## config.mk

```make
export PLATFORM = sky130hd
export DESIGN_NAME = hpe_cell
export DESIGN_NICKNAME = d
export VERILOG_FILES = /design/src/rtl/hpe_pkg.sv /design/src/rtl/hpe_cell.sv
export VERILOG_INCLUDE_DIRS = /design/src /design/src/rtl
export SDC_FILE = /design/constraint.sdc
export NUM_CORES = 2
export LEC_CHECK = 0
export ABC_CLOCK_PERIOD_IN_PS = 27300
export BUFFER_PORTS_ARGS = -buffer_cell sky130_fd_sc_hd__buf_4
export CORE_UTILIZATION = 40
export CTS_BUF_LIST = sky130_fd_sc_hd__clkbuf_8
export CTS_CLUSTER_SIZE = 16
export DETAILED_ROUTE_END_ITERATION = 16
export SYNTH_ARGS = -nofsm -noshare
export SYNTH_HDL_FRONTEND = slang
export SYNTH_SLANG_ARGS = --single-unit
```

## constraint.sdc

```tcl
create_clock -name clock -period 27.3 [get_ports clock]
set_input_delay 2.73 -clock clock [delete_from_list [all_inputs] [get_ports clock]]
set_output_delay 2.73 -clock clock [all_outputs]
set_load 0.01 [all_outputs]
```

## src/rtl/assert_macros.svh

```systemverilog
// Assertion macros shared by the Hermite evaluator RTL.
// No dependencies; pulled in by files that carry concurrent checks.
`ifndef ASSERT_MACROS_SVH
`define ASSERT_MACROS_SVH

// Clocked check, disabled while reset is high.
`define HPE_ASSERT(label, clk, rst, prop) \
   label: assert property (@(posedge clk) disable iff (rst) prop) \
      else $error("hpe assertion failed");

// Clocked check that also holds during reset.
`define HPE_ASSERT_ALWAYS(label, clk, prop) \
   label: assert property (@(posedge clk) prop) \
      else $error("hpe assertion failed");

`endif

```

## src/rtl/hpe_pkg.sv

```systemverilog
// Shared types and fixed widths for the Hermite polynomial evaluator.
// No dependencies; used by hpe_cell and the top level.
package hpe_pkg;

   localparam int X_WIDTH      = 16;  // sample_x field
   localparam int VALUE_WIDTH  = 64;  // poly_value field
   localparam int HALF_WIDTH   = 32;  // split point of the 64-bit operand
   localparam int DEGREE_WIDTH = 4;   // degree register
   localparam int MULT_WIDTH   = X_WIDTH + 1;        // 2x
   localparam int PART_WIDTH   = HALF_WIDTH + MULT_WIDTH + 1;
   localparam int FACTOR_WIDTH = 8;   // 2(k-1), k up to 20
   localparam int PROD_WIDTH   = VALUE_WIDTH + FACTOR_WIDTH;
   localparam int WIDE_WIDTH   = VALUE_WIDTH + MULT_WIDTH + 1;

   localparam logic signed [VALUE_WIDTH-1:0] VALUE_MAX = {1'b0, {(VALUE_WIDTH-1){1'b1}}};
   localparam logic signed [VALUE_WIDTH-1:0] VALUE_MIN = {1'b1, {(VALUE_WIDTH-1){1'b0}}};

   // Data handed from one cell to the next.
   typedef struct packed {
      logic                          valid;
      logic                          ovf;
      logic signed [X_WIDTH-1:0]     x;
      logic signed [VALUE_WIDTH-1:0] p1;  // h_{k-1}
      logic signed [VALUE_WIDTH-1:0] p2;  // h_{k-2}
   } link_type;

endpackage

```

## src/rtl/hpe_cell.sv

```systemverilog
// One recurrence step h_k = 2x*h_{k-1} - 2(k-1)*h_{k-2}, two register stages.
// Depends on hpe_pkg and assert_macros.svh.
`include "assert_macros.svh"

module hpe_cell #(
   parameter int STEP      = 2,
   parameter int FRAC_BITS = 12
) (
   input  logic                             clock,
   input  logic                             reset,
   input  logic                             advance,
   input  logic [hpe_pkg::DEGREE_WIDTH-1:0] degree,
   input  hpe_pkg::link_type                link_i,
   output hpe_pkg::link_type                link_o
);
   import hpe_pkg::*;

   localparam logic signed [FACTOR_WIDTH-1:0] STEP_FACTOR = FACTOR_WIDTH'(2 * (STEP - 1));

   // stage A: partial products
   logic                          a_valid_ff, a_active_ff, a_ovf_ff;
   logic signed [X_WIDTH-1:0]     a_x_ff;
   logic signed [VALUE_WIDTH-1:0] a_p1_ff, a_p2_ff;
   logic signed [PART_WIDTH-1:0]  a_lo_ff, a_hi_ff;
   logic signed [PROD_WIDTH-1:0]  a_sub_ff;

   logic signed [MULT_WIDTH-1:0]  two_x;
   logic signed [PART_WIDTH-1:0]  a_lo_in, a_hi_in;
   logic signed [PROD_WIDTH-1:0]  a_sub_in;
   logic                          a_active_in;

   // stage B: combine, shift, subtract, saturate
   logic signed [WIDE_WIDTH-1:0]  prod_w, shifted_w, diff_w;
   logic [WIDE_WIDTH-VALUE_WIDTH:0] top_bits;
   logic                          fits;
   logic signed [VALUE_WIDTH-1:0] sat_value;
   link_type                      b_ff, b_in;

   assign two_x       = $signed({link_i.x, 1'b0});
   assign a_lo_in     = PART_WIDTH'($signed({1'b0, link_i.p1[HALF_WIDTH-1:0]}))
                        * PART_WIDTH'(two_x);
   assign a_hi_in     = PART_WIDTH'($signed(link_i.p1[VALUE_WIDTH-1:HALF_WIDTH]))
                        * PART_WIDTH'(two_x);
   assign a_sub_in    = PROD_WIDTH'(link_i.p2) * PROD_WIDTH'(STEP_FACTOR);
   assign a_active_in = (STEP <= int'(degree));

   assign prod_w    = (WIDE_WIDTH'(a_hi_ff) <<< HALF_WIDTH) + WIDE_WIDTH'(a_lo_ff);
   assign shifted_w = prod_w >>> FRAC_BITS;
   assign diff_w    = shifted_w - WIDE_WIDTH'(a_sub_ff);
   assign top_bits  = diff_w[WIDE_WIDTH-1:VALUE_WIDTH-1];
   assign fits      = (&top_bits) | ~(|top_bits);
   assign sat_value = fits ? diff_w[VALUE_WIDTH-1:0]
                           : (diff_w[WIDE_WIDTH-1] ? VALUE_MIN : VALUE_MAX);

   always_comb begin
      b_in.valid = a_valid_ff;
      b_in.x     = a_x_ff;
      if (a_active_ff) begin
         b_in.p1  = sat_value;
         b_in.p2  = a_p1_ff;
         b_in.ovf = a_ovf_ff | ~fits;
      end else begin
         b_in.p1  = a_p1_ff;
         b_in.p2  = a_p2_ff;
         b_in.ovf = a_ovf_ff;
      end
   end

   always_ff @(posedge clock) begin
      if (reset) begin
         a_valid_ff <= 1'b0;
         b_ff.valid <= 1'b0;
      end else if (advance) begin
         a_valid_ff  <= link_i.valid;
         a_active_ff <= a_active_in;
         a_ovf_ff    <= link_i.ovf;
         a_x_ff      <= link_i.x;
         a_p1_ff     <= link_i.p1;
         a_p2_ff     <= link_i.p2;
         a_lo_ff     <= a_lo_in;
         a_hi_ff     <= a_hi_in;
         a_sub_ff    <= a_sub_in;
         b_ff        <= b_in;
      end
   end

   assign link_o = b_ff;

   `HPE_ASSERT(a_pass_through, clock, reset,
      advance && a_valid_ff && !a_active_ff |=>
         link_o.p1 == $past(a_p1_ff) && link_o.p2 == $past(a_p2_ff))
   `HPE_ASSERT(a_sat_limit, clock, reset,
      advance && a_valid_ff && a_active_ff && !fits |=>
         link_o.ovf && (link_o.p1 == VALUE_MAX || link_o.p1 == VALUE_MIN))
   `HPE_ASSERT(a_valid_moves, clock, reset,
      advance |=> link_o.valid == $past(a_valid_ff))

endmodule

```

==> qor.yml <==
logic_synthesis:
  synth_top_area_cell: "fa_1"
  ys_top_cells_by_area: "fa_1, edfxtp_1, ha_1"
  syn_avg_cell_area_um2: 9.519
  ys_warn_count: 0
  synth_flop_cell: "edfxtp_1"
  synth_top_area_share_pct: 33.70
  async_reset_ff_share_pct: 0
  synth_area_mm2: 0.05376
  syn_inst: 5647
  ys_seq_elements: 379
  synth_edf_count: 377
  synth_nets: 7087
  ys_types: 86
  synth_seq_area_share_pct: 21.13
worst_hold_path:
  hold_end: "link_o[128]"
  hold_path_startpoint: "a_x_ff[0]"
  min_path_type: "reg -> reg"
  whs_path_depth: 0
cells_and_area:
  layout_commonest_cell: "inv_1"
  fillCellCount: 12940
  final_cell_mix: "inv_1, fa_1, nand2_1"
  nNetsFinal: 7232
  drive_gt1_share_pct: 7.982
  instances_no_fill: 7622
  synthToLayoutAreaGrowth_pct: 9.597
  final-seq-area_mm2: 0.01136
  multi_input_area_mm2: 0.03667
setup_path:
  crit_arrival_ns: 10.91
  required_ns: 27.78
  crit_top_cell: "fa_1"
  start_kind: "input port"
  rr_worst_depth: 26
  critPathTopFamily: "adder cells"
  reg2reg_from: "a_lo_ff[45]"
  crit_path_end_kind: "flop"
  critPathSlowestCell: "a2111oi_0"
  max_stage_delay_ns: 0.66
  worstSetupPathType: "in -> reg"
  critPathMaxFanout: 42
  critical_path_buf_inv_count: 7
  rrSetupSlack_ns: 18.74
  r2r_end: "link_o[82]"
  critPathLaunch: "link_i[129]"
status:
  status: "finished, final reports clean"
placement:
  routabilityCongestion: 0.9033
  post-dp-hpwl_um: 112900
  placed_cells: 7485
  place.port_buffers: 297
timing:
  skew_ns: 0.03313
  worst_pin_slew_ns: 1.080
  finalCriticalPeriod_ns: 10.43
  fmax_ghz: 0.09587
  fin_crit_sh_pct: 38.21
  finalSetupViolCount: 0
  drv_slew: 0
  relSlewSlack_pct: 28.02
  hold_violations: 0
  tns_ns: 0
  rsz0062_at_grt: "false"
die:
  io_pins: 299
  start_util_pct: 40.28
  die_y_um: 368.6
  design.die.area_mm2: 0.1359
  die_width_um: 368.6
  fp-row-count: 134
  design.core.area_mm2: 0.1335
clock_tree:
  cts_root_buffer: "clkbuf_8"
  clk_latency_ns: 0.74
  post_cts_resized: 0
  h-tree-depth: 3
  numCtsBuffers: 73
  cts-hold-fix-buffers: 0
  post_cts_buffers: 0
  cts_tree: "done"
  clkTransAtPathRegs_ns: 0.06
  cts.path.max_buffers: 3
  clock_sinks: 379
routing:
  finalWirelength_um: 150100
  drt-pass1-iter-count: 5
  postRouteAntennaNets: 0
  drc_errors: 0
  via_per_inst: 5.186
  post_drt_wl_per_cell_um: 19.69
  via_count: 39530
  drtIter0Drc: 2762
grt:
  antenna_found_initial: 6
  grt_max_degree: 141
  grt_first_pass_wirelength_um: 237000
  first_global_vias: 41410
  gr-total-overflow: 0
  grt_usage_pct: 22.58
job:
  cap_violations: 0
-- area by class of cell --
cell class,count,share of cell area (%)
diodes,3,0.01274
clock buffers,74,1.729
clock inverters,60,0.8325
inverters,1254,7.990
multi-input cells,3760,62.25
flip-flops and latches,379,19.28
well taps,1768,3.755
repair buffers,324,4.150
-- cell families (layout without fill, tap and decap cells) --
group                    count (synthesis)  in the layout  share of synthesized area (%)
multiplexers                             7              7                         0.1373
flip-flops                             379            379                          21.13
other                                    0              3                              0
AND/OR/NAND/NOR                       1563           1563                          13.50
buffers and inverters                 1508           1712                          10.68
AO/OA/AOI/OAI                          722            722                          9.005
adder cells (fa/ha/maj)               1287           1287                          42.59
XOR/XNOR                               181            181                          2.949
-- synthesized netlist by cell type, types with 8 or more instances --
master and count:
xnor2_1 131, nand4_1 31, o21bai_1 22, a211oi_1 20
and2_1 333, o21ai_1 13, a31oi_1 20, a41oi_1 11
a21oi_1 180, o211ai_1 13, nand3_1 35, nor3_1 22
nand2b_1 40, ha_1 382, buf_2 18, a21o_1 109
edfxtp_1 377, and3_1 20, xor2_1 50, o21ai_0 157
nor4_1 8, fa_1 905, nor2b_1 23, nand2_1 823
o21a_1 33, a221o_1 63, clkbuf_1 226, or3_1 13
inv_1 1253, nor2_1 186
-- how the worst max path moves through the flow --
stage	end	cells after the start
2_1_floorplan	a_active_ff	1
3_3_place_gp	a_hi_ff[46]	27
3_5_place_dp	a_hi_ff[46]	27
4_1_cts	a_hi_ff[46]	27
5_1_grt	a_hi_ff[46]	26
6_report	a_hi_ff[46]	27
-- state kept, by name (all words and copies together) (netlist names) --
name	count
a_lo_ff	38
a_ovf_ff	1
a_p1_ff	64
a_sub_ff	64
a_valid_ff	1
a_hi_ff	48
a_active_ff	1
a_x_ff	16
link_o	146
-- per-stage QoR --
step | utilization, % | instance area (µm²) | worst slack, ns | hold WS [ns]
after CTS | 44.14 | 58910 | 17.03 | 0.4193
after detailed placement | 43.01 | 57400 | 16.24 | 0.4045
final | 44.14 | 58910 | 16.87 | 0.4178
after floorplan | - | 53760 | 6.746 | 0.4003
after global placement | 43.01 | 57400 | 16.19 | 0.4014
after global routing | 44.14 | 58910 | 16.49 | 0.4223
-- metal layers --
layer	share of wire, %	track usage [%]	routed length [µm]
met4	2.1	5.594	3177
met3	6.9	3.775	10360
met1	45	31.89	68220
met5	0.015	0	23
met2	46	36.01	68340
Power is left out: the tool's default activity adds up to more than one toggle a clock period on the data nets, which glitch-free logic cannot reach.
